`src/rtl/core/fed_pkg.sv`:
```
// fed_pkg: shared types and constants of the feedback echo delay core
// depends on: nothing

package fed_pkg;

    // input request payload
    typedef struct packed {
        logic signed [15:0] sample_in;
        logic               silent;
        logic               flush;
    } in_item_t;

    // result payload
    typedef struct packed {
        logic signed [15:0] sample_out;
        logic               echo_active;
    } out_item_t;

    // configuration register indexes
    localparam int unsigned CFG_IDX_W = 2;
    localparam logic [CFG_IDX_W-1:0] CFG_DELAY    = 2'd0;
    localparam logic [CFG_IDX_W-1:0] CFG_FEEDBACK = 2'd1;
    localparam logic [CFG_IDX_W-1:0] CFG_WET      = 2'd2;

    // register reset values
    localparam logic [15:0] DELAY_RESET = 16'd44100;
    localparam logic [6:0]  FB_RESET    = 7'd50;
    localparam logic [6:0]  WET_RESET   = 7'd50;

    // full scale of the percent gains
    localparam logic [6:0] PCT_FULL = 7'd100;

    // truncating divide by 100 as a reciprocal multiply, exact for |x| below 2^23
    localparam logic [23:0] DIV100_MULT  = 24'd10737419;
    localparam int unsigned DIV100_SHIFT = 30;

    // gains as seen by the datapath
    typedef struct packed {
        logic [6:0] fb_pct;
        logic [6:0] wet_pct;
        logic [6:0] dry_pct;
    } gains_t;

    // controller to datapath commands
    typedef struct packed {
        logic accept;
        logic read;
        logic mac;
        logic scale;
        logic write;
    } cmd_t;

    // datapath and config to controller status
    typedef struct packed {
        logic cfg_busy;
        logic out_free;
    } status_t;

endpackage

```
`src/rtl/core/fed_cfg.sv`:
```
// fed_cfg: configuration registers and the reduction of the delay modulo the store
// depth by a reciprocal multiply; depends on fed_pkg

module fed_cfg #(
    parameter int unsigned STORE_DEPTH = 65536
) (
    input  logic                                  aclk,
    input  logic                                  aresetn,
    input  logic                                  wr_en,
    input  logic [fed_pkg::CFG_IDX_W-1:0]         wr_index,
    input  logic [15:0]                           wr_data,
    output fed_pkg::gains_t                       gains,
    output logic [$clog2(STORE_DEPTH)-1:0]        delay_mod,
    output logic                                  busy
);
    import fed_pkg::*;

    localparam int unsigned AW  = $clog2(STORE_DEPTH);
    // shift and rounded-up reciprocal give an exact quotient for every 16-bit delay
    localparam int unsigned RSH = 16 + AW;
    localparam logic [17:0] RECIP =
        18'(((64'd1 << RSH) + 64'(STORE_DEPTH) - 64'd1) / 64'(STORE_DEPTH));
    localparam logic [31:0] DEPTH_W = 32'(STORE_DEPTH);

    // reduction steps
    localparam logic [1:0] STEP_DONE = 2'd0;
    localparam logic [1:0] STEP_REM  = 2'd1;
    localparam logic [1:0] STEP_QUOT = 2'd2;

    logic [6:0]    fb_reg;
    logic [6:0]    wet_reg;
    logic [15:0]   delay_reg;
    logic [15:0]   quot_reg;
    logic [1:0]    step_reg;
    logic [AW-1:0] rem_reg;
    logic [33:0]   quot_prod;
    logic [31:0]   rem_full;
    logic [6:0]    wet_clamped;

    // quotient by reciprocal multiply, then remainder by multiply and subtract
    always_comb begin
        quot_prod = 34'(delay_reg) * 34'(RECIP);
        rem_full  = 32'(delay_reg) - 32'(quot_reg) * DEPTH_W;
    end

    // register writes and the two-step reduction
    always_ff @(posedge aclk) begin
        if (!aresetn) begin
            fb_reg    <= FB_RESET;
            wet_reg   <= WET_RESET;
            delay_reg <= DELAY_RESET;
            quot_reg  <= '0;
            step_reg  <= STEP_QUOT;
            rem_reg   <= '0;
        end else if (wr_en) begin
            case (wr_index)
                CFG_DELAY: begin
                    delay_reg <= wr_data;
                    step_reg  <= STEP_QUOT;
                end
                CFG_FEEDBACK: fb_reg  <= wr_data[6:0];
                CFG_WET:      wet_reg <= wr_data[6:0];
                default: ;
            endcase
        end else if (step_reg == STEP_QUOT) begin
            quot_reg <= 16'(quot_prod >> RSH);
            step_reg <= STEP_REM;
        end else if (step_reg == STEP_REM) begin
            rem_reg  <= rem_full[AW-1:0];
            step_reg <= STEP_DONE;
        end
    end

    // wet share saturates at full scale
    assign wet_clamped   = (wet_reg > PCT_FULL) ? PCT_FULL : wet_reg;
    assign gains.fb_pct  = fb_reg;
    assign gains.wet_pct = wet_clamped;
    assign gains.dry_pct = PCT_FULL - wet_clamped;
    assign delay_mod     = rem_reg;
    assign busy          = (step_reg != STEP_DONE);

endmodule

```
`config.mk`:
```
export PLATFORM = sky130hd
export DESIGN_NAME = fed_cfg
export DESIGN_NICKNAME = d
export VERILOG_FILES = /design/src/rtl/core/fed_pkg.sv /design/src/rtl/core/fed_cfg.sv
export SDC_FILE = /design/constraint.sdc
export NUM_CORES = 1
export LEC_CHECK = 0
export BUFFER_PORTS_ARGS = -buffer_cell sky130_fd_sc_hd__buf_2
export CAP_MARGIN = 15
export CELL_PAD_IN_SITES_DETAIL_PLACEMENT = 0
export CELL_PAD_IN_SITES_GLOBAL_PLACEMENT = 1
export CORE_UTILIZATION = 34
export DETAILED_ROUTE_END_ITERATION = 8
export PLACE_DENSITY_LB_ADDON = 0.1
export SYNTH_ARGS = -nofsm -noshare
export SYNTH_HDL_FRONTEND = slang
export SYNTH_SLANG_ARGS = --single-unit
export TNS_END_PERCENT = 30
```
`constraint.sdc`:
```
create_clock -name aclk -period 1.58 [get_ports aclk]
set_input_delay 0 -clock aclk [delete_from_list [all_inputs] [get_ports aclk]]
set_output_delay 0 -clock aclk [all_outputs]
set_load 0.02 [all_outputs]
```
# After elaboration in Yosys (flattened, before gate mapping)
# Cells that the tools add are included.
[totals]
register_bits = 48
inputBits = 21
out_inout_bits = 38
elab_cells = 27
[classes]
addsub = 1
n_lt_le_gt_ge = 1
eq_ne = 5
mux = 5
bitwise_logic = 2
n_reduce_logical = 8
[ops]
columns = ["cell", "count"]
rows = [
  ["2-bit 2-to-1 mux", 4],
  ["2-bit AND reduction", 4],
  ["7-bit > comparator (second input constant)", 1],
  ["7-bit 2-to-1 mux", 1],
  ["7-bit subtractor (first input constant)", 1],
  ["2-bit by 1-bit == test with 1-bit output (second input constant)", 2],
  ["2-bit == test (second input constant)", 2],
  ["3-bit AND reduction", 1],
  ["3-bit nonzero test", 1],
  ["2-bit logical NOT", 1],
  ["2-bit by 1-bit != test with 1-bit output (second input constant)", 1],
  ["1-bit inverter", 2],
  ["2-bit nonzero test", 1],
]

# Logic depth before layout (Yosys ltp)
# Gate-level depths: netlist of the first run.
[logic_depth]
word_depth = 4
depth_mapped = 6
depth_no_buf = 6

# Worst setup path before layout of the first run
# Ideal clock, no wire load.
[synth_timing]
path_type = "register to output"
start = "reg wet_reg[3]"
end = "out gains[6] in the netlist's numbering"
t_arrival_ns = 1.783
required_ns = 1.580
slack_ns = -0.203
stages_incl_launch_ff = 6
n_path_buf = 0
cell_sequence = "dfxtp_1 > nor3_1 > o21ai_0 > ha_1 > or3b_2 > a21oi_1"
[synth_lines]
columns = ["element", "line_no", "text"]
rows = [
  ["start, declared", "fed_cfg.sv:31", "logic [6:0] wet_reg;"],
  ["start signal, assigned", "fed_cfg.sv:62", "CFG_WET: wet_reg <= wr_data[6:0];"],
  ["end, declared", "fed_cfg.sv:12", "output fed_pkg::gains_t gains,"],
]

==> PnR_summary.wiki, run 1 <==
{| class="wikitable"
! Metric !! Value
|-
| Status || finished with violations
|-
| Violations in the final reports || setup timing
|-
| Width of the die || 78.95 µm
|-
| Count of pins on the block boundary || 59
|-
| Worst-path clk slew || 0.08 ns
|-
| Fraction of layout cells with a size suffix above 1 || 31.29%
|-
| Slew Limit Headroom || 62.99%
|-
| Synth warnings || 0
|-
| Avg Cell Area, Syn || 8.908 µm²
|-
| Highest-delay cell along the critical path || sky130_fd_sc_hd__dfxtp_2
|-
| H-tree Lvls || 2
|-
| RSZ-0062 raised after global routing || true
|-
| Total CTS buffers || 5
|-
| Area enclosed by the die boundary || 6233 µm²
|-
| Final hold slack || 0.06938 ns
|-
| Tightest Pin Transition || 0.5551 ns
|-
| Shortest period the worst path allows || 1.849 ns
|-
| Final worst path period share || 117.1%
|-
| Count of buffer and inverter cells on the critical path || 2
|-
| Final setup violation count || 5
|-
| Routability cong. || 0.7499
|-
| Final worst slack || -0.2694 ns
|-
| Power density over the cells || 835.6 nW/µm²
|-
| Leakage dissipation || 1.260 nW
|-
| Summed instance area of the synthesized netlist || 2013 µm²
|-
| Sort of element at the start of the critical path || flip-flop
|-
| Number of remaining DRC errors || 0
|-
| Required arrival time at the worst endpoint || 1.58 ns
|-
| Worst flop-to-flop path startpoint || step_reg[0]
|-
| Initial antenna violation count || 0
|-
| Max Buffers Root-to-Sink || 2
|-
| Unique cell type count in the Yosys netlist || 30
|-
| Worst-skew pair later-pin latency || 0.30 ns
|-
| Maximum number of pins on one net before global-route repair || 29
|-
| Final design utilization || 49.31%
|-
| Area Overhead vs Synth || 37.35%
|-
| Final-layout fill cell count || 569
|-
| DIE HEIGHT || 78.95 µm
|-
| Drt total wl || 4.637 mm
|-
| Async set-reset flop share out of synthesis || 0%
|-
| Worst-path cell chain || nor3_4 -> o21ai_2 -> ha_2 -> buf_6 -> nand2b_4 -> a32o_1 -> a21oi_2 -> buf_4
|-
| Clock sink total || 48
|-
| Total inserted antenna cells || 0
|-
| Syn Nets || 248
|-
| Initial standard-cell utilization of the core || 35.90%
|-
| Skew final || 0.005933 ns
|-
| Leading register cell type out of synthesis || sky130_fd_sc_hd__dfxtp_1
|-
| Remaining global-route overflow || 0
|-
| Count of buffers inserted at the top-level ports || 58
|-
| Worst vdd rail ir drop || 0.0003954 V
|-
| Highest clock rate || 540.7 MHz
|-
| Maximum single-stage delay on the critical path || 0.34 ns
|-
| Kind of end point of the critical path || primary output
|-
| Detailed-route vias per instance || 4.605
|-
| Count of mapped cells out of synthesis || 226
|-
| Overall via count from detail_route || 1759
|-
| TritonCTS clock tree || built
|-
| Worst Path Class, Setup || flip-flop to primary output
|-
| Flops & latches, synth || 48
|-
| Crit path DAT || 1.85 ns
|-
| Launching instance or port of the critical path || wet_reg[4]
|-
| Maximum net fanout on the critical path || 3
|-
| Critical hold path startpoint || wr_index[0]
|-
| Area of the core || 5608 µm²
|-
| Clock root buffer || sky130_fd_sc_hd__clkbuf_8
|-
| Pins Over Slew Limit || 0
|-
| DP Wirelength || 3.153 mm
|-
| Fin. Hold Viols || 0
|-
| Number of enable flip-flop cells after synthesis || 0
|-
| Number of placement rows || 27
|-
| Via count of the first global-routing pass || 1630
|-
| Global-route total usage across every layer || 16.01%
|-
| Drt first pass iters || 4
|-
| Count of antenna-violating nets left after detailed routing || 0
|-
| Average detailed-routed wire length per instance || 12.14 µm
|-
| Worst hold path class || input pin to flip-flop
|-
| Leading cell type in the layout, fill and taps excluded || sky130_fd_sc_hd__nand2_1
|-
| Sequential element share of the synthesized area || 47.73%
|-
| Initial drt markers || 67
|-
| Wire length of the first global-routing pass || 7.707 mm
|-
| Number of nets in the layout || 332
|-
| Max-capacitance violation count || 0
|-
| Power consumption || 2.311 mW
|-
| Crit-path leading delay family || compound AO/OA/AOI/OAI gates
|-
| Most used cells in the layout excluding fill and tap cells || sky130_fd_sc_hd__nand2_1 (73), sky130_fd_sc_hd__buf_2 (54), sky130_fd_sc_hd__dfxtp_1 (47)
|}
path summary, 6_finish.rpt:
kind | end | slack, ns | depth (start not counted)
worst max register to register | delay_mod[3] | 0.34 | 4
worst min register to register | delay_mod[11] | 0.45 | 2
worst max-delay path | gains[4] | -0.27 | 8
worst min-delay path | delay_reg[8] | 0.07 | 4
kinds of logic (layout without fill, tap and decap cells):
| kind of cell | count (synthesis) | after routing | share of synthesized area (%) |
|---|---|---|---|
| adders and majority gates | 1 | 1 | 0.6214 |
| buffers and inverters | 19 | 103 | 5.842 |
| DFF | 48 | 48 | 47.73 |
| AOI/OAI and AO/OA | 38 | 38 | 13.36 |
| xor gates and xnor gates | 2 | 2 | 0.8703 |
| muxes | 15 | 15 | 7.458 |
| and+or+nand+nor | 103 | 103 | 24.11 |
worst min-delay path, cell delays in order:
cell	delay, ns
sky130_fd_sc_hd__buf_2	0.14
sky130_fd_sc_hd__nor3b_4	0.07
sky130_fd_sc_hd__nand2_1	0.07
sky130_fd_sc_hd__a21boi_1	0.05
cells in the mapped netlist (2+ instances only):
library cell                n  area, µm²
sky130_fd_sc_hd__nor3b_4    2      37.54
sky130_fd_sc_hd__inv_1      2      7.510
sky130_fd_sc_hd__clkbuf_1   7      26.28
sky130_fd_sc_hd__o21ai_0    3      15.01
sky130_fd_sc_hd__and2_1     2      12.51
sky130_fd_sc_hd__or3b_1     2      17.52
sky130_fd_sc_hd__nand3_1    6      30.03
sky130_fd_sc_hd__nor2b_1    8      50.05
sky130_fd_sc_hd__nand3b_1   2      15.01
sky130_fd_sc_hd__a21boi_0  13      97.59
sky130_fd_sc_hd__buf_4      2      15.01
sky130_fd_sc_hd__mux2i_1   15      150.1
sky130_fd_sc_hd__buf_6      3      33.78
sky130_fd_sc_hd__nand2_1   73      274.0
sky130_fd_sc_hd__dfxtp_1   48      960.9
sky130_fd_sc_hd__nand2b_1   4      25.02
sky130_fd_sc_hd__buf_2      4      20.02
sky130_fd_sc_hd__xor2_1     2      17.52
sky130_fd_sc_hd__a21boi_1  14      105.1
sky130_fd_sc_hd__a21oi_1    4      20.02
timing repair:
action,4_1_cts,5_1_grt
gates resized for setup,25,1
hold buffers,16,0
endpoints found under the setup margin,3,7
pin swaps,6,0
setup buffers,6,0
endpoints found under the hold margin,25,0
where the power goes:
group / switching (mW) / internal [mW]
combinational: 0.178 / 0.173
sequential: 0.0223 / 1.25
clock: 0.390 / 0.302
total: 0.590 / 1.72
metrics by stage:
step           instance area, µm²  TNS (ns)  worst slack [ns]  std cells
2_1_floorplan                2028  -0.08411          -0.08411        226
3_3_place_gp                 2404   -0.4088           -0.2260        353
3_5_place_dp                 2404   -0.3761           -0.2088        353
4_1_cts                      2765   -0.9272           -0.2644        382
5_1_grt                      2765    -1.459           -0.3916        382
6_report                     2765   -0.9633           -0.2694        382
layer usage:
metal  vias up  routed length (µm)  global-route usage (%)
met3         4                 253                   4.713
met5         -                   0                       0
met2        40                2021                   24.78
met4         0                  53                   4.909
li1        903                   -                       -
met1       812                2308                   21.42
layout make-up:
class	instances	area [µm²]	area share, %
well taps	72	90.09	3.258
flip-flops and latches	48	962.2	34.80
repair buffers	94	644.4	23.30
clock buffers	6	72.57	2.624
clock inverters	1	5.005	0.1810
inverters	2	10.01	0.3620
multi-input cells	159	980.9	35.48
No activity file was read; power rests on OpenSTA's default activity.
==> inputs of run 2 (changes only) <==
Settings changed: CELL_PAD_IN_SITES_DETAIL_PLACEMENT 0 to 1, CELL_PAD_IN_SITES_GLOBAL_PLACEMENT 1 to 2, CORE_ASPECT_RATIO set to 1.25, CORE_UTILIZATION 34 to 27.
==> run 2 against run 1 <==
  * The run ends with hold timing, setup timing left
  * Critical endpoint unchanged
  * Sequential power hardly changed
  * Cell area grew 0.63%
  * Worst hold slack worse by 0.071 ns
  * Final cell count increased by 5.0%
  * Largest power group unchanged
  * Register-to-register slack is essentially flat
  * Setup slack worse by 0.0039 ns
  * Critical path type unchanged
  * Non-clock buffer count did not move
  * Via count grew 2.7%
  * Clock power up 11%
==> PnR_summary.wiki, run 2 (synthesis gave the netlist of run 1 again) <==
{| class="wikitable"
! Metric !! Value
|-
| Layer carrying the most global-route usage || met2
|-
| Number of remaining DRC errors || 0 (unchanged)
|-
| Initial antenna violation count || 0 (unchanged)
|-
| Cell internal power dissipation || 1.773 mW (+3.1%)
|-
| Global-route total usage across every layer || 14.43% (-1.6 points)
|-
| Total CTS buffers || 5 (unchanged)
|-
| Hold path depth || 3 (-1)
|-
| Routability cong. || 0.7041 (-6.1%)
|-
| Width of the die || 79.24 µm (+0.36%)
|-
| Number of cells in the design after placement || 376 (+6.5%)
|-
| Leakage dissipation || 1.261 nW (+0.10%)
|-
| Fin. Hold Viols || 1 (+1)
|-
| Total inserted antenna cells || 0 (unchanged)
|-
| Final hold slack || -0.001173 ns (-0.07055 ns)
|-
| Register share of total power || 53.1% (-1.8 points)
|-
| Remaining global-route overflow || 0 (unchanged)
|-
| Met3 Usage GRT || 3.056% (-1.7 points)
|-
| Clock root buffer || sky130_fd_sc_hd__clkbuf_8
|-
| DIE HEIGHT || 98.54 µm (+25%)
|-
| Most used cells in the layout excluding fill and tap cells || sky130_fd_sc_hd__nand2_1 (73), sky130_fd_sc_hd__buf_2 (55), sky130_fd_sc_hd__dfxtp_1 (46)
|-
| Switch share || 25.82% (+0.26 points)
|-
| Area enclosed by the die boundary || 7808 µm² (+25%)
|-
| Kind of end point of the critical path || primary output
|-
| Pins Over Slew Limit || 0 (unchanged)
|-
| Initial standard-cell utilization of the core || 28.34% (-7.6 points)
|-
| H-tree Lvls || 2 (unchanged)
|-
| Worst Path Class, Setup || flip-flop to primary output
|-
| Initial drt markers || 50 (-25%)
|-
| Max-capacitance violation count || 0 (unchanged)
|-
| Final worst path period share || 117.3% (+0.24 points)
|-
| Worst-skew pair later-pin latency || 0.30 ns (about the same)
|-
| Area Overhead vs Synth || 38.22%
|-
| Final worst slack || -0.2733 ns (-0.003850 ns)
|-
| Clk network pwr share || 32.1% (+2.2 points)
|-
| Highest clock rate || 539.6 MHz (-0.21%)
|-
| Max Buffers Root-to-Sink || 2 (unchanged)
|-
| Maximum net fanout on the critical path || 3 (unchanged)
|-
| Skew final || 0.004148 ns (-0.001785 ns)
|-
| Overall via count from detail_route || 1807 (+2.7%)
|-
| Required arrival time at the worst endpoint || 1.58 ns (about the same)
|-
| Worst hold path class || input pin to flip-flop
|-
| Count of buffers inserted at the top-level ports || 58 (unchanged)
|-
| Final setup violation count || 3 (-2)
|-
| Status || finished with violations
|-
| Setup Total Neg Slack || -0.6443 ns (+0.3190 ns)
|-
| Tightest Pin Transition || 0.5313 ns (-0.02383 ns)
|-
| Worst-path clk slew || 0.09 ns (about the same)
|-
| Count of pins on the block boundary || 59 (unchanged)
|-
| Leading cell type in the layout, fill and taps excluded || sky130_fd_sc_hd__nand2_1
|-
| Detailed-route vias per instance || 4.506 (-2.1%)
|-
| Clock sink total || 48 (unchanged)
|-
| Via count of the first global-routing pass || 1848 (+13%)
|-
| Count of antenna-violating nets left after detailed routing || 0 (unchanged)
|-
| Maximum number of pins on one net before global-route repair || 49 (+69%)
|-
| Number of placement rows || 34 (+26%)
|-
| Switching pwr || 617.0 µW (+4.5%)
|-
| Drt first pass iters || 3 (-1)
|-
| Final standard cell count with taps included and fillers excluded || 401 (+5.0%)
|-
| Global routing met1 resource utilization || 17.34% (-4.1 points)
|-
| Fraction of layout cells with a size suffix above 1 || 32.80% (+1.5 points)
|-
| Final design utilization || 39.17% (-10 points)
|-
| Wire length of the first global-routing pass || 8.749 mm (+14%)
|-
| Fraction of met2 tracks used by global routing || 25.07% (+0.28 points)
|-
| Setup slack after placement || -0.2882 ns (-0.07938 ns)
|-
| Fraction of power consumed by combinational cells || 14.8% (-0.4 points)
|-
| Area post-placement || 2464 µm² (+2.5%)
|-
| Crit path DAT || 1.85 ns (about the same)
|-
| Shortest period the worst path allows || 1.853 ns (+0.003850 ns)
|-
| Slew Limit Headroom || 64.48% (+1.5 points)
|-
| Area of the core || 7104 µm² (+27%)
|-
| Worst vdd rail ir drop || 0.0003674 V (-7.1%)
|-
| Final-layout fill cell count || 875 (+54%)
|-
| Post-route cell area || 2783 µm² (+0.63%)
|-
| Length in cells of the worst reg-to-reg path || 4 (unchanged)
|-
| Number of nets in the layout || 332 (unchanged)
|-
| Violations in the final reports || hold timing, setup timing
|-
| RSZ-0062 raised after global routing || true
|-
| Average detailed-routed wire length per instance || 13.21 µm (+8.8%)
|-
| Power density over the cells || 858.8 nW/µm² (+2.8%)
|-
| DP Wirelength || 3.785 mm (+20%)
|-
| Drt total wl || 5.297 mm (+14%)
|-
| Sort of element at the start of the critical path || flip-flop
|-
| Power consumption || 2.390 mW (+3.4%)
|-
| TritonCTS clock tree || built
|}
## run 2: final timing paths
check	startpoint	end	slack [ns]
worst min-delay path	wr_data[3]	delay_reg[3]	-0.001
worst max register to register	step_reg[0]	delay_mod[1]	0.35
worst max-delay path	wet_reg[2]	gains[4]	-0.27
worst min register to register	delay_mod[7]	delay_mod[7]	0.46
## run 2: cell type report
cell class              instances  area (µm²)  share of cell area, %
inverters                       2       7.507                 0.2698
clock buffers                   7       86.33                  3.103
clock inverters                 1       7.507                 0.2698
multi-input cells             159       991.0                  35.61
repair buffers                 94       614.3                  22.08
flip-flops and latches         48       963.4                  34.62
well taps                      90       112.6                  4.047
## run 2: timing repair
item / CTS / global route
pin swaps: 6 / 1
buffers inserted: 3 / 0
hold buffers: 14 / 0
hold endpoints to repair: 20 / 0
cloned: 0 / 0
setup endpoints to repair: 4 / 4
resized for setup: 15 / 5
## run 2: power by group through the flow
| stage | logic (mW) | clock network, mW | registers, mW |
|---|---|---|---|
| after floorplan | 0.180 | 0 | 1.31 |
| after global placement | 0.306 | 0 | 1.29 |
| after detailed placement | 0.310 | 0 | 1.30 |
| after CTS | 0.357 | 0.799 | 1.27 |
| after global routing | 0.389 | 0.839 | 1.28 |
| final | 0.353 | 0.768 | 1.27 |
## run 2: routing by layer
layer  share of wire [%]  vias to the layer above
met5                   0                        -
met4                 1.2                        0
met3                 3.9                        4
met2                  50                       41
met1                  45                      858
li1                    -                      904
## run 2: critical path: stages (launching register included)
cell and delay, ns:
sky130_fd_sc_hd__dfxtp_2 0.34, sky130_fd_sc_hd__nor3_4 0.24, sky130_fd_sc_hd__o21ai_2 0.09, sky130_fd_sc_hd__ha_2 0.19
sky130_fd_sc_hd__buf_6 0.12, sky130_fd_sc_hd__nand2b_4 0.14, sky130_fd_sc_hd__a32o_1 0.21, sky130_fd_sc_hd__a21oi_2 0.09
sky130_fd_sc_hd__buf_4 0.14
