## config.mk

```make
export PLATFORM = sky130hd
export DESIGN_NAME = fed_ctrl
export DESIGN_NICKNAME = d
export VERILOG_FILES = /design/src/rtl/core/fed_pkg.sv /design/src/rtl/core/fed_ctrl.sv
export SDC_FILE = /design/constraint.sdc
export NUM_CORES = 1
export LEC_CHECK = 0
export ABC_AREA = 1
export BUFFER_PORTS_ARGS = -buffer_cell sky130_fd_sc_hd__buf_4
export CAP_MARGIN = 20
export CORE_AREA = 4 4 41 43
export DETAILED_ROUTE_END_ITERATION = 7
export DIE_AREA = 0 0 45 47
export GPL_ROUTABILITY_DRIVEN = 0
export PLACE_DENSITY = 0.36
export SLEW_MARGIN = 20
export SYNTH_ARGS = -nofsm -noshare
export SYNTH_HDL_FRONTEND = slang
export SYNTH_SLANG_ARGS = --single-unit
```

## constraint.sdc

```tcl
create_clock -name aclk -period 1.3 [get_ports aclk]
set_input_delay 0.39 -clock aclk [delete_from_list [all_inputs] [get_ports aclk]]
set_output_delay 0.39 -clock aclk [all_outputs]
set_load 0.05 [all_outputs]
```

## src/rtl/core/fed_pkg.sv

```systemverilog
// fed_pkg: shared types and constants of the feedback echo delay core
// depends on: nothing

package fed_pkg;

    // input request payload
    typedef struct packed {
        logic signed [15:0] sample_in;
        logic               silent;
        logic               flush;
    } in_item_t;

    // result payload
    typedef struct packed {
        logic signed [15:0] sample_out;
        logic               echo_active;
    } out_item_t;

    // configuration register indexes
    localparam int unsigned CFG_IDX_W = 2;
    localparam logic [CFG_IDX_W-1:0] CFG_DELAY    = 2'd0;
    localparam logic [CFG_IDX_W-1:0] CFG_FEEDBACK = 2'd1;
    localparam logic [CFG_IDX_W-1:0] CFG_WET      = 2'd2;

    // register reset values
    localparam logic [15:0] DELAY_RESET = 16'd44100;
    localparam logic [6:0]  FB_RESET    = 7'd50;
    localparam logic [6:0]  WET_RESET   = 7'd50;

    // full scale of the percent gains
    localparam logic [6:0] PCT_FULL = 7'd100;

    // truncating divide by 100 as a reciprocal multiply, exact for |x| below 2^23
    localparam logic [23:0] DIV100_MULT  = 24'd10737419;
    localparam int unsigned DIV100_SHIFT = 30;

    // gains as seen by the datapath
    typedef struct packed {
        logic [6:0] fb_pct;
        logic [6:0] wet_pct;
        logic [6:0] dry_pct;
    } gains_t;

    // controller to datapath commands
    typedef struct packed {
        logic accept;
        logic read;
        logic mac;
        logic scale;
        logic write;
    } cmd_t;

    // datapath and config to controller status
    typedef struct packed {
        logic cfg_busy;
        logic out_free;
    } status_t;

endpackage

```

## src/rtl/core/fed_ctrl.sv

```systemverilog
// fed_ctrl: controller state machine that steps one request through the datapath
// depends on fed_pkg

module fed_ctrl (
    input  logic              aclk,
    input  logic              aresetn,
    input  logic              s_valid,
    output logic              s_ready,
    input  fed_pkg::status_t  status,
    output fed_pkg::cmd_t     cmd
);
    import fed_pkg::*;

    typedef enum logic [2:0] {
        ST_IDLE,
        ST_READ,
        ST_MAC,
        ST_SCALE,
        ST_WRITE
    } state_t;

    state_t state_reg;
    state_t state_next;

    // next state
    always_comb begin
        state_next = state_reg;
        case (state_reg)
            ST_IDLE:  if (s_valid && !status.cfg_busy) state_next = ST_READ;
            ST_READ:  state_next = ST_MAC;
            ST_MAC:   state_next = ST_SCALE;
            ST_SCALE: state_next = ST_WRITE;
            ST_WRITE: if (status.out_free) state_next = ST_IDLE;
            default:  state_next = ST_IDLE;
        endcase
    end

    always_ff @(posedge aclk) begin
        if (!aresetn) begin
            state_reg <= ST_IDLE;
        end else begin
            state_reg <= state_next;
        end
    end

    // command decode
    assign s_ready    = (state_reg == ST_IDLE) && !status.cfg_busy;
    assign cmd.accept = s_ready && s_valid;
    assign cmd.read   = (state_reg == ST_READ);
    assign cmd.mac    = (state_reg == ST_MAC);
    assign cmd.scale  = (state_reg == ST_SCALE);
    assign cmd.write  = (state_reg == ST_WRITE) && status.out_free;

endmodule

```

Word-level counts from Yosys, hierarchy flattened. Cells that the tools add are included.

Register bits after elaboration: 3. Input bits: 5. Output and inout bits: 6. Word-level logic and storage cells: 17.

Eq/ne operators: 6. Muxes and demuxes: 3. Reductions and logical operators: 7.

Operator list (number): $pmux W3 S5 (1); $eq A3 B2 Y1 const B (2); $mux W3 (2); $logic_and A1 B1 Y1 (4); $ne A2 B2 Y1 const B (2); $eq A3 B1 Y1 const B (1); $eq A3 B3 Y1 const B (1); $logic_not A3 Y1 (1); $reduce_and A2 Y1 (1); $logic_not A1 Y1 (1).

Longest topological paths before layout. Gate-level depths: netlist (run 1).

Depth in word-level cells: 4. Gate-level depth with buffers: 5. Depth with buffers taken out: 5.

Worst setup path before layout (run 1). No wires, ideal clock.

Path kind: register to output. From: register state_reg[2]. To: output port cmd[0] (netlist name). Arrival: 1.909 ns. Required time: 0.910 ns. Slack: -0.999 ns. Stages on the path, launching flop included: 3. Path buffers: 0. Cell sequence: dfxtp_1 -> inv_2 -> nor4_1.

RTL lines: start, declared (line fed_ctrl.sv:22) `state_t state_reg;`; start signal, assigned (line fed_ctrl.sv:42) `state_reg <= state_next;`; end, declared (line fed_ctrl.sv:10) `output fed_pkg::cmd_t cmd`.

==> results of run 1 <==
-- repair_timing --
action | CTS | global route
pin swaps | 2 | 0
gates resized for setup | 13 | 4
setup endpoints to repair | 6 | 6
buffers inserted | 0 | 0
gates cloned | 0 | 0
-- worst max-delay path by stage --
stage	from	slack, ns	end	cells past startpoint
6_report	state_reg[1]	-0.13	cmd[0]	2
5_1_grt	state_reg[0]	-0.18	cmd[4]	4
4_1_cts	state_reg[0]	-0.14	s_ready	4
3_5_place_dp	status[1]	-0.005	cmd[4]	5
3_3_place_gp	status[1]	0.006	cmd[4]	5
2_1_floorplan	state_reg[0]	-0.12	cmd[4]	3
-- logic make-up (layout without fill, tap and decap cells) --
group,after synthesis,count (layout),share of synthesized area (%)
AND/OR/NAND/NOR,15,15,38.9
buffers and inverters,8,24,19.4
flip-flops,3,3,34.5
AO/OA/AOI/OAI,2,2,7.19
-- power groups by stage --
stage | sequential, mW | combinational (mW) | clock, mW
floorplan | 0.124 | 0.141 | 0
global placement | 0.125 | 0.209 | 0
detailed placement | 0.125 | 0.210 | 0
CTS | 0.126 | 0.246 | 0.171
global route | 0.132 | 0.264 | 0.175
finish | 0.130 | 0.246 | 0.161
-- area by class of cell --
class | count | area, um2 | share of cell area [%]
Multi-Input combinational cell | 17 | 115 | 30.3
Sequential cell | 3 | 66.3 | 17.4
Tap cell | 15 | 18.8 | 4.93
Timing Repair Buffer | 13 | 128 | 33.6
Inverter | 7 | 26.3 | 6.91
Clock buffer | 4 | 26.3 | 6.91
-- per-layer routing --
| layer | vias up | GRT usage (%) | wire (um) |
|---|---|---|---|
| li1 | 118 | - | - |
| met1 | 99 | 4.08 | 176 |
| met2 | 8 | 10.2 | 278 |
| met3 | 0 | 1.92 | 58 |
| met4 | 0 | 5.26 | 0 |
| met5 | - | 0 | 0 |
-- synth_stat cells --
cell type,instances
buf_4,1
nand2_1,3
nor2_2,1
inv_1,5
dfxtp_1,3
nor4_1,1
nand3_1,5
inv_2,2
o21a_1,1
nor2_1,5
a21oi_1,1
-- worst register-to-register path, cell delays in order (launching register included) --
cell and delay (ns):
dfxtp_4 0.36, buf_4 0.15, nor2_1 0.09, nand3_1 0.10, nand3_1 0.10, nor2_1 0.04
-- metrics by stage --
step | power [mW] | cell area (um2) | hold slack, ns | worst slack [ns]
2_1_floorplan | 0.265 | 196 | 0.508 | -0.120
3_3_place_gp | 0.333 | 305 | 0.558 | 0.00622
3_5_place_dp | 0.335 | 305 | 0.556 | -0.00501
4_1_cts | 0.543 | 373 | 0.367 | -0.143
5_1_grt | 0.570 | 380 | 0.373 | -0.178
6_report | 0.538 | 380 | 0.377 | -0.134
==> results summary, run 1 <==
Each instance of the synthesized netlist takes up on average 6.21 um2. Setup violations remaining at the end of the flow were counted as 6. The synthesis warning total came out at 0. The share of synthesized area occupied by flip-flops and latches came out at 34.5%. The flow ran to the end, but the final reports show violations. The count of buffering cells on the critical path with inverters included is 1. The total number of vias is 225. The startpoint identified for the worst hold timing path is aresetn. Max-cap violations in this run came to 0. The effective utilization at floorplan came out at 13.4%. The global-route wire length before repair came out at 800 um. For hold timing, the worst endpoint is state_reg[1]. The core occupancy in the finished layout came out at 29.2%. For the pin with the worst max-slew slack, the measured transition is between 0.2 and 0.25 ns.

The number of cell rows came out at 13. Across the VDD grid, the largest voltage drop is 0.000521 V. The remaining routing DRC violations is 0. The signal on the critical path passes through nor4_4, buf_6. Cell internal power was estimated by the tool at 0.324 mW. The share of the synthesized area in the top cell type is 34.5%. The largest fanout on the critical path is 5.

The count of buffers inserted at the top-level ports came out at 10. The cell with the largest stage delay on the worst path is dfxtp_2. In this run, post-CTS hold repair placed 0 buffers. STA classifies the critical path startpoint as a flop. The area growth from synthesis to layout is 119%.

The placed cell count came out at 55. In the routed layout, each cell is associated on average with a via count of 3.81. Entering global routing, the biggest net connects 6 pins.

The share of layout cells above drive strength 1 came out at 65.9%. The number of stages on the worst hold path is 2. Dividing the detail-routed wire length by the instance count gives 8.71 um.

Leaving out fill and tap cells, the most frequent cell in the layout is buf_4. The final critical delay including setup and external delays came out at ~1.4 ns. The final reports fail on setup timing. The aggregate global-route resource usage came out at 5.37%. Summed over all failing endpoints, the final setup total negative slack is -0.605 ns.

The total half-perimeter wirelength after legalization and detailed placement came out at roughly 400 um. In this run the remaining antenna-violating nets after routing total 0. Setup repair after global routing could not meet its margin everywhere. The clock reaches the later pin of the worst-skew pair after 0.23 ns. The total die area is 2120 um2.

The count of inserted antenna diode cells is 0. After clock tree synthesis, the clock-pin slew on the worst setup and hold paths is 0.04 ns. The initial antenna violation count came out at 0.

The proportion of power drawn by the clock network is 30.0%. The register share of total power came out at 24.2%. Synthesis produced 28 cells. The via count of the first global-routing pass is 234. For this design the ratio of total power to cell area is 1410 nW/um2. The standby leakage power is 0.183 nW. For this block, the initial DRC count from the detailed router was 0. The TritonCTS buffer count came out at 3. The minimum setup slack among reg-to-reg paths is 0.36 ns. The arrival time at the worst endpoint is about 1.0 ns. The kind of cell with the highest combined delay along the critical path is flip-flops. TritonCTS built the clock tree. The path type of the worst setup path is reg2out.

The worst setup path is captured at an output port. The path category of the worst min-delay check is in2reg. The worst slew margin relative to its limit is 86.5%. The worst setup margin is -0.134 ns. In this run switching power makes up 39.7% of total power. The count of H-tree levels built during CTS is 1. The part of the cycle the worst path needs is 110%. The library cell used as clock root buffer is clkbuf_4. The standard cell core area came out at 1300 um2. The total routed wirelength is 514 um. The finished layout holds 59 standard cells, fillers aside.

The total count of max-transition violations in the final report is 0. The net count reported at finish came out at 50. The number of buffers on the longest clock path came out at 2. The maximum clock rate came out at 0.697 GHz. dfxtp_1 takes more of the synthesized area than any other cell. The final-report hold violation count was 0. The post-synthesis instance area came out at approximately 170 um2. The share of power burned in combinational logic is 45.8%. The iteration count of the initial detailed-routing pass came out at 1. The delay of the slowest cell on the worst path came out at 0.34 ns. The synthesized net count is 33.

For this design the total switching power over the nets is roughly 0.21 mW. Pin placement for this block handled 11 I/O pins. The distinct cell type count of the synthesized netlist came out at 11. The required time at the worst-slack endpoint came out at 0.91 ns. The CTS sink count is 3. The flip-flop count of the largest register, all copies and words added is 3.

In this run the critical register-to-register path is captured at state_reg[0]. The number of cells traversed by the worst register-to-register path is 5. After synthesis the netlist holds a flip-flop and latch count of 3. The total congestion overflow after global routing is 0.

The top cell types in the final layout, fill and taps aside, are 7 x buf_4, 5 x nand3_1, 4 x inv_2, 4 x buf_6. The overall die height is 47 um. Between clock sinks in the finished design, the worst skew comes to between 0.0015 and 0.002 ns. The startpoint identified for the worst register-to-register timing path is state_reg[0].

The filler cells instantiated in the layout total 143. In this run the horizontal extent of the chip is 45 um. Yosys attributes the largest share of cell area to dfxtp_1 35%, nand3_1 14%, inv_1 11%, nor2_1 11%, nand2_1 6.5%.
Power figures use the tool's default switching activity.
==> run 2, diff against run 1 <==
--- a/config.mk
+++ b/config.mk
@@ -5,14 +5,13 @@
 export SDC_FILE = /design/constraint.sdc
 export NUM_CORES = 1
 export LEC_CHECK = 0
-export ABC_AREA = 1
+export ABC_AREA = 0
 export BUFFER_PORTS_ARGS = -buffer_cell sky130_fd_sc_hd__buf_4
-export CAP_MARGIN = 20
 export CORE_AREA = 4 4 41 43
 export DETAILED_ROUTE_END_ITERATION = 7
 export DIE_AREA = 0 0 45 47
 export GPL_ROUTABILITY_DRIVEN = 0
-export PLACE_DENSITY = 0.36
+export PLACE_DENSITY = 0.38
 export SLEW_MARGIN = 20
 export SYNTH_ARGS = -nofsm -noshare
 export SYNTH_HDL_FRONTEND = slang
==> run 2 against run 1 <==
  * The run still ends with setup timing left
  * Core utilization rose by 6.2 points
  * Synthesized cell count fell by 29%
  * Die area did not move
  * Critical endpoint is now cmd[4]
==> results summary, run 2 <==
The flow ran to the end, but the final reports show violations. The final reports fail on setup timing. In the layout the commonest cells are 12 x buf_4, 6 x buf_6, 3 x clkbuf_4. The transition time at the pin with the least slew margin came out at 0.223 ns (+0.0216 ns).

The part of the cycle the worst path needs is 118% (+7.9 points). The latest clock arrival within the worst-skew pair is 0.23 ns (about the same). The area used by multi-input combinational logic came out at 159 um2 (+38%).

The share of synthesized area occupied by flip-flops and latches came out at 29.4% (-5.1 points). The count of H-tree levels built during CTS is 1 (unchanged). The fill cell instance count of the final layout came out at 145 (+1.4%).

The arrival time at the worst endpoint is 1.15 ns (+0.11 ns). The post-synthesis sequential element count came out at 3 (unchanged). The standby leakage power is 0.196 nW (+6.9%). The number of stages on the worst hold path came out at 2 (unchanged). The average via count per standard cell came out at 3.82 (+0.21%). The wire length per cell after detailed routing is 9.20 um (+5.6%). The worst slack at placement came out at -0.234 ns (-0.229 ns). The minimum setup slack among reg-to-reg paths was -0.02 ns (-0.38 ns). The count of buffering cells on the critical path with inverters included is 1 (unchanged). The CTS sink count came out at 3 (unchanged). The average footprint of a synthesized cell is 10.2 um2 (+64%). The number of cells traversed by the worst register-to-register path is 6 (+1).

The number of max-cap violations came to 0 (unchanged). The net count reported at finish is 47 (-6.0%). The share of the synthesized area in the top cell type came out at 29.4% (-5.1 points). The sequential cell area in the final layout came out at 68.8 um2 (+3.8%). The path type of the worst setup path is reg2out. The TritonCTS buffer count came to 3 (unchanged). The aggregate global-route resource usage is 5.99% (+0.62 points). The worst register-to-register path ends at state_reg[2]. The post-synthesis cell count is 20 (-29%). The post-layout instance area came out at 460 um2 (+21%). The flip-flop count of the largest register, all copies and words added is 3 (unchanged). The fraction of registers with async set/reset came out at 0% (unchanged). The final-report setup violation count came to 7 (+1). From synthesis to final layout, the design area changed by 126%. The worst slew margin relative to its limit was 85.0% (-1.5 points). By area the synthesized netlist is led by dfxtp_1 29%, nor3b_1 15%, nor4_4 10%, nor4b_2 7.4%, o21a_1 7.4%. The number of buffers on the longest clock path was 2 (unchanged).

The startpoint identified for the worst register-to-register timing path is state_reg[1]. The count of buffers inserted at the top-level ports came out at 10 (unchanged). The post-route total power is 0.450 mW (-16%).

The number of cell rows came to 13 (unchanged). The starting DRC count in detailed routing came out at 0 (unchanged). The final critical delay including setup and external delays is 1.54 ns (+0.103 ns).

The worst ir drop on vdd came out at 0.000364 V (-30%). The endpoint of the worst hold-timing path is state_reg[2]. The cell area after placement is 337 um2 (+10%).

The post-route antenna net violation count is 0 (unchanged). The total number of vias is 214 (-4.9%). The largest fanout on the critical path is 2 (-3).

The die outline width came to 45 um (unchanged). The remaining routing DRC violations is 0 (unchanged). The kind of end point of the critical path is an output port.

The worst setup skew after layout is 0.00501 ns (+0.00303 ns). The post-synthesis instance area is 204 um2 (+17%). The I/O pin count is 11 (unchanged). The via count of the first global-routing pass is 235 (+0.43%). The global-route wire length before repair was 883 um (+10%). The initial antenna violation count came out at 0 (unchanged).

The worst hold path begins at aresetn. The worst setup path is launched from a flop. The maximum clock rate was 0.651 GHz (-6.7%). The effective utilization at floorplan came out at 15.7% (+2.3 points). Leaving out fill and tap cells, the most frequent cell in the layout is buf_4. The clock slew at the register clock pins of the worst setup and hold paths is 0.04 ns (about the same). The maximum number of pins on one net before global-route repair came out at 8 (+2).

The min-delay analysis places its worst path in the category in2reg. The synthesis warning total is 0 (unchanged). The distinct cell type count of the synthesized netlist is 14 (+3).

The delay of the slowest cell on the worst path is 0.32 ns (-0.02 ns). The total half-perimeter wirelength after legalization and detailed placement is 405 um (+0.87%). The power per cell area was 978 nW/um2 (-31%). Setup repair after global routing could not meet its margin everywhere. The total congestion overflow after global routing is 0 (unchanged). The dominant synthesized flop cell is dfxtp_1. The share of layout cells above drive strength 1 came to 80.5% (+15 points). The total die area is 2120 um2 (unchanged). The count of inserted antenna diode cells is 0 (unchanged).

The most used standard cell by instance count after synthesis is nor3b_1. The final-report hold violation count came to 0 (unchanged). The worst setup margin is -0.237 ns (-0.103 ns). The number of enable flip-flop cells after synthesis was 0 (unchanged). The required time at the worst-slack endpoint came to 0.91 ns (about the same). The slowest stage of the critical path is the dfxtp_2 cell.

The biggest area contributor in the post-synthesis netlist is dfxtp_1. The library cell used as clock root buffer is clkbuf_4. The standard cell core area came to 1300 um2 (unchanged). The overall die height came to 47 um (unchanged). The total routed wirelength is 515 um (+0.19%). TritonCTS built the clock tree. By count the netlist is led by 4 x nor3b_1, 3 x dfxtp_1, 2 x o21a_1.

The critical path goes through nor4_4, and2_4, buf_8. The synthesized net count came out at 25 (-24%). The kind of cell adding the most delay to the critical path is simple AND/OR/NAND/NOR gates. The iteration count of the initial detailed-routing pass is 1 (unchanged).

The total count of max-transition violations in the final report came out at 0 (unchanged).
run 2: cell count changes in the layout (fill, tap and decap cells not counted), sizes merged, moves of 2 or more:
cell,delta
buf,+7
inv,-7
nand2,-2
nand3,-5
nor2,-6
nor3b,+4
run 2: layer usage:
metal | track usage (%) | share of wire [%]
met1 | 6.55 | 39
met2 | 8.19 | 47
met3 | 2.30 | 14
met4 | 7.02 | 0
met5 | 0 | 0
run 2: worst max-delay path by stage:
stage,slack (ns),start,cells after the start,to
floorplan,-0.55,state_reg[1],3,cmd[4]
global placement,-0.22,status[1],4,cmd[4]
detailed placement,-0.23,status[1],4,cmd[4]
CTS,-0.25,state_reg[1],3,cmd[4]
global route,-0.28,state_reg[1],3,cmd[4]
finish,-0.24,state_reg[1],3,cmd[4]
run 2: cell families (layout without fill, tap and decap cells):
family	count (synthesis)	in the layout	share of synthesized area, %
AOI/OAI and AO/OA	2	2	7.36
buffers and inverters	3	24	11.7
DFF	3	3	29.4
and+or+nand+nor	11	11	47.2
xor gates and xnor gates	1	1	4.30
run 2: final cells by class:
cell class                      instances  area share [%]
Clock buffer                            4            5.71
Multi-Input combinational cell         14            34.5
Sequential cell                         3            14.9
Tap cell                               15            4.08
Timing Repair Buffer                   20            40.8
run 2: what timing repair did:
item                       in CTS  in global routing
pin swaps                       3                  2
hold buffers                    0                  0
setup endpoints to repair       6                  6
buffers inserted                2                  2
gates resized for setup        16                  3
run 2: worst reg2reg max path: stages (launching register included):
cell     delay (ns)
dfxtp_2        0.32
buf_4          0.16
and3b_1        0.20
buf_4          0.13
buf_4          0.11
buf_4          0.11
o21a_1         0.17
run 2: power by group:
part	switching (mW)	internal (mW)	total [mW]	leakage, nW
Sequential	0.0134	0.0984	0.112	0.0264
Clock	0.0495	0.115	0.165	0.0150
Combinational	0.0855	0.0884	0.174	0.155
Total	0.148	0.302	0.450	0.196
run 2: per-stage QoR:
step                      util, %  instances  hold WS (ns)  setup TNS (ns)
after global routing         35.4         56         0.398           -1.44
after CTS                    33.3         54         0.376           -1.21
after floorplan                 -         20         0.508           -1.50
after detailed placement     25.9         48         0.621          -0.409
after global placement       25.9         48         0.613          -0.367
final                        35.4         56         0.384           -1.12
==> run 3, diff against run 2 <==
--- a/config.mk
+++ b/config.mk
@@ -8,10 +8,12 @@
 export ABC_AREA = 0
 export BUFFER_PORTS_ARGS = -buffer_cell sky130_fd_sc_hd__buf_4
 export CORE_AREA = 4 4 41 43
+export CTS_BUF_LIST = sky130_fd_sc_hd__clkbuf_4
 export DETAILED_ROUTE_END_ITERATION = 7
 export DIE_AREA = 0 0 45 47
 export GPL_ROUTABILITY_DRIVEN = 0
 export PLACE_DENSITY = 0.38
+export RECOVER_POWER = 100
 export SLEW_MARGIN = 20
 export SYNTH_ARGS = -nofsm -noshare
 export SYNTH_HDL_FRONTEND = slang
==> run 3 against run 2 <==
  * The run still ends with setup timing left
  * Maximum frequency grew 0.25%
  * First-iteration DRC count is the same
  * Power grew 4.8%
  * Global-route usage grew 0.24 points
  * Final cell count is the same
  * Clock skew is essentially flat
  * Cell area grew 0.82%
  * Register-to-register slack is essentially flat
  * Critical path depth is the same
  * Critical endpoint unchanged
  * Largest power group is now the clock network
  * Highest routed layer is now met4
==> results summary, run 3 (synthesis gave the netlist of run 2 again) <==
The via count of the first global-routing pass came out at 233 (-0.85%). The count of inserted antenna diode cells is 0 (unchanged). The flow ran to the end, but the final reports show violations. The overall die height came out at 47 um (unchanged). The standby leakage power is 0.200 nW (+1.7%). The maximum number of pins on one net before global-route repair is 8 (unchanged). The starting DRC count in detailed routing came out at 0 (unchanged). The I/O pin count was 11 (unchanged). The transition time at the pin with the least slew margin is 0.219 ns (-0.00350 ns). TritonCTS built the clock tree.

The total die area was 2120 um2 (unchanged). The standard cell core area is 1300 um2 (unchanged). The post-layout instance area is 464 um2 (+0.82%). The TritonCTS buffer count came to 3 (unchanged).

The number of buffers on the longest clock path is 2 (unchanged). The count of H-tree levels built during CTS was 1 (unchanged). The source of the worst hold timing path is aresetn. The cell area after placement is 337 um2 (unchanged).

The endpoint identified for the worst register-to-register timing path is state_reg[2]. The required time at the worst-slack endpoint came to 0.91 ns (about the same). Setup repair after global routing could not meet its margin everywhere.

The number of stages on the worst hold path is 2 (unchanged). The worst setup path is launched from a flop. Compared with the post-synthesis result, the final layout area differs by 128%. The aggregate global-route resource usage is 6.23% (+0.24 points). The final non-filler cell total is 56 (unchanged). The most critical setup path has its startpoint at state_reg[1]. The cell with the largest stage delay on the worst path is dfxtp_2. For hold timing, the worst endpoint is state_reg[2]. The fill cell instance count of the final layout came out at 142 (-2.1%). The worst setup skew after layout came out at 0.00463 ns (-0.000381 ns). The latest clock arrival within the worst-skew pair is 0.24 ns (about the same). The initial antenna violation count came out at 0 (unchanged). The iteration count of the initial detailed-routing pass is 1 (unchanged). The largest fanout on the critical path came out at 2 (unchanged). The min-delay analysis places its worst path in the category in2reg. The most common library cell in the layout ignoring fill and taps is buf_4. The post-route antenna net violation count came out at 0 (unchanged). The wire length per cell after detailed routing came out at 9.07 um (-1.4%). The final-report setup violation count is 7 (unchanged). The arrival time at the worst endpoint came out at 1.14 ns (about the same).

The CTS sink count came out at 3 (unchanged). The average via count per standard cell was 3.96 (+3.7%). The remaining routing DRC violations came out at 0 (unchanged). The global-route wire length before repair is 883 um (unchanged). The net count reported at finish came out at 47 (unchanged). The final critical delay including setup and external delays came out at 1.53 ns (-0.00388 ns).

The worst slew margin relative to its limit is 85.3% (+0.24 points). The share of layout cells above drive strength 1 was 82.9% (+2.4 points). The register share of total power came out at 23.7% (-1.1 points). The clock slew at the register clock pins of the worst setup and hold paths is 0.03 ns (about the same).

The minimum setup slack among reg-to-reg paths was -0.02 ns (about the same). The worst setup margin came to -0.233 ns (+0.00388 ns). The switching power of the nets came out at 0.149 mW (+0.62%). The switching share of power came out at 31.6% (-1.3 points). The post-cts hold buffer count came out at 0 (unchanged). The total count of max-transition violations in the final report is 0 (unchanged). The total number of vias was 222 (+3.7%). The worst setup path is of the reg2out kind. The share of power burned in combinational logic is 36.8% (-1.8 points). The sequential cell area in the final layout is 68.8 um2 (unchanged). The cell sitting at the root of the clock tree is a clkbuf_4. The total congestion overflow after global routing was 0 (unchanged).

The proportion of power drawn by the clock network was 39.5% (+3.0 points). The signal on the critical path passes through nor4_4, and2_4, buf_8. The number of max-cap violations came to 0 (unchanged). The flip-flop count of the largest register, all copies and words added is 3 (unchanged).

The total half-perimeter wirelength after legalization and detailed placement came out at 405 um (unchanged). The delay of the slowest cell on the worst path is 0.32 ns (about the same). The total routed wirelength came to 508 um (-1.4%). The count of buffers inserted at the top-level ports is 10 (unchanged). The power per cell area came out at 1020 nW/um2 (+4.0%). The area used by multi-input combinational logic was 159 um2 (unchanged). The part of the cycle the worst path needs is 118% (-0.30 points).

The internal power consumption is 0.323 mW (+6.9%). The die outline width is 45 um (unchanged). The final-report hold violation count is 0 (unchanged). The startpoint identified for the worst register-to-register timing path is state_reg[1].

The kind of end point of the critical path is an output port. The checks that failed: setup timing. The maximum clock rate was 0.652 GHz (+0.25%). The placed cell count is 48 (unchanged). The number of cell rows is 13 (unchanged). The worst ir drop on vdd is 0.000364 V (+0.15%). The effective utilization at floorplan is 15.7% (unchanged). The number of cells traversed by the worst register-to-register path came out at 6 (unchanged). The top cell types in the final layout, fill and taps aside, are 12 x buf_4, 6 x buf_6, 4 x clkbuf_4.
==> run 3: cell counts in the layout (fill, tap and decap cells not counted) <==
No cell type changed its count.
==> run 3: worst max-delay path by stage <==
stage                  end  slack [ns]  depth (start not counted)
finish              cmd[4]       -0.23                          3
floorplan           cmd[4]       -0.55                          3
CTS                 cmd[4]       -0.25                          3
detailed placement  cmd[4]       -0.23                          4
global route        cmd[4]       -0.30                          3
global placement    cmd[4]       -0.22                          4
==> run 3: cell type report <==
class | count | share of cell area, %
tap | 15 | 4.04
sequential | 3 | 14.8
multi-input combinational | 14 | 34.2
clock buffer | 4 | 6.47
timing repair buffer | 20 | 40.4
==> run 3: timing repair <==
item,in CTS,in global routing
resized for setup,16,3
buffers inserted,2,2
pin swaps,3,2
endpoints found under the setup margin,6,6
==> run 3: per-stage QoR <==
stage	hold slack [ns]	utilization [%]	power [mW]	TNS, ns	worst slack (ns)
after floorplan	0.508	-	0.208	-1.50	-0.553
after global placement	0.613	25.9	0.251	-0.367	-0.218
after detailed placement	0.621	25.9	0.253	-0.409	-0.234
after CTS	0.375	33.6	0.477	-1.21	-0.251
after global routing	0.394	35.7	0.500	-1.49	-0.296
final	0.380	35.7	0.472	-1.13	-0.233
==> run 3: critical path, delay by kind of cell, from the launching register on <==
kind          cells  cell delay (ns)
flops             1             0.32
simple gates      2             0.46
buf+inv           1             0.13
==> run 3: routing by layer <==
metal  global-route usage [%]  up-vias  part of all wire, %
met4                     8.77        0                  5.5
met5                        0        -                    0
met3                     1.92        3                   12
met2                     8.19       13                   43
met1                     6.77       95                   39
li1                         -      111                    -
==> run 3: power by group through the flow <==
| stage | combinational (mW) | clock [mW] | sequential, mW |
|---|---|---|---|
| global placement | 0.139 | 0 | 0.112 |
| finish | 0.174 | 0.187 | 0.112 |
| floorplan | 0.105 | 0 | 0.103 |
| detailed placement | 0.141 | 0 | 0.112 |
| CTS | 0.170 | 0.196 | 0.112 |
| global route | 0.184 | 0.202 | 0.114 |
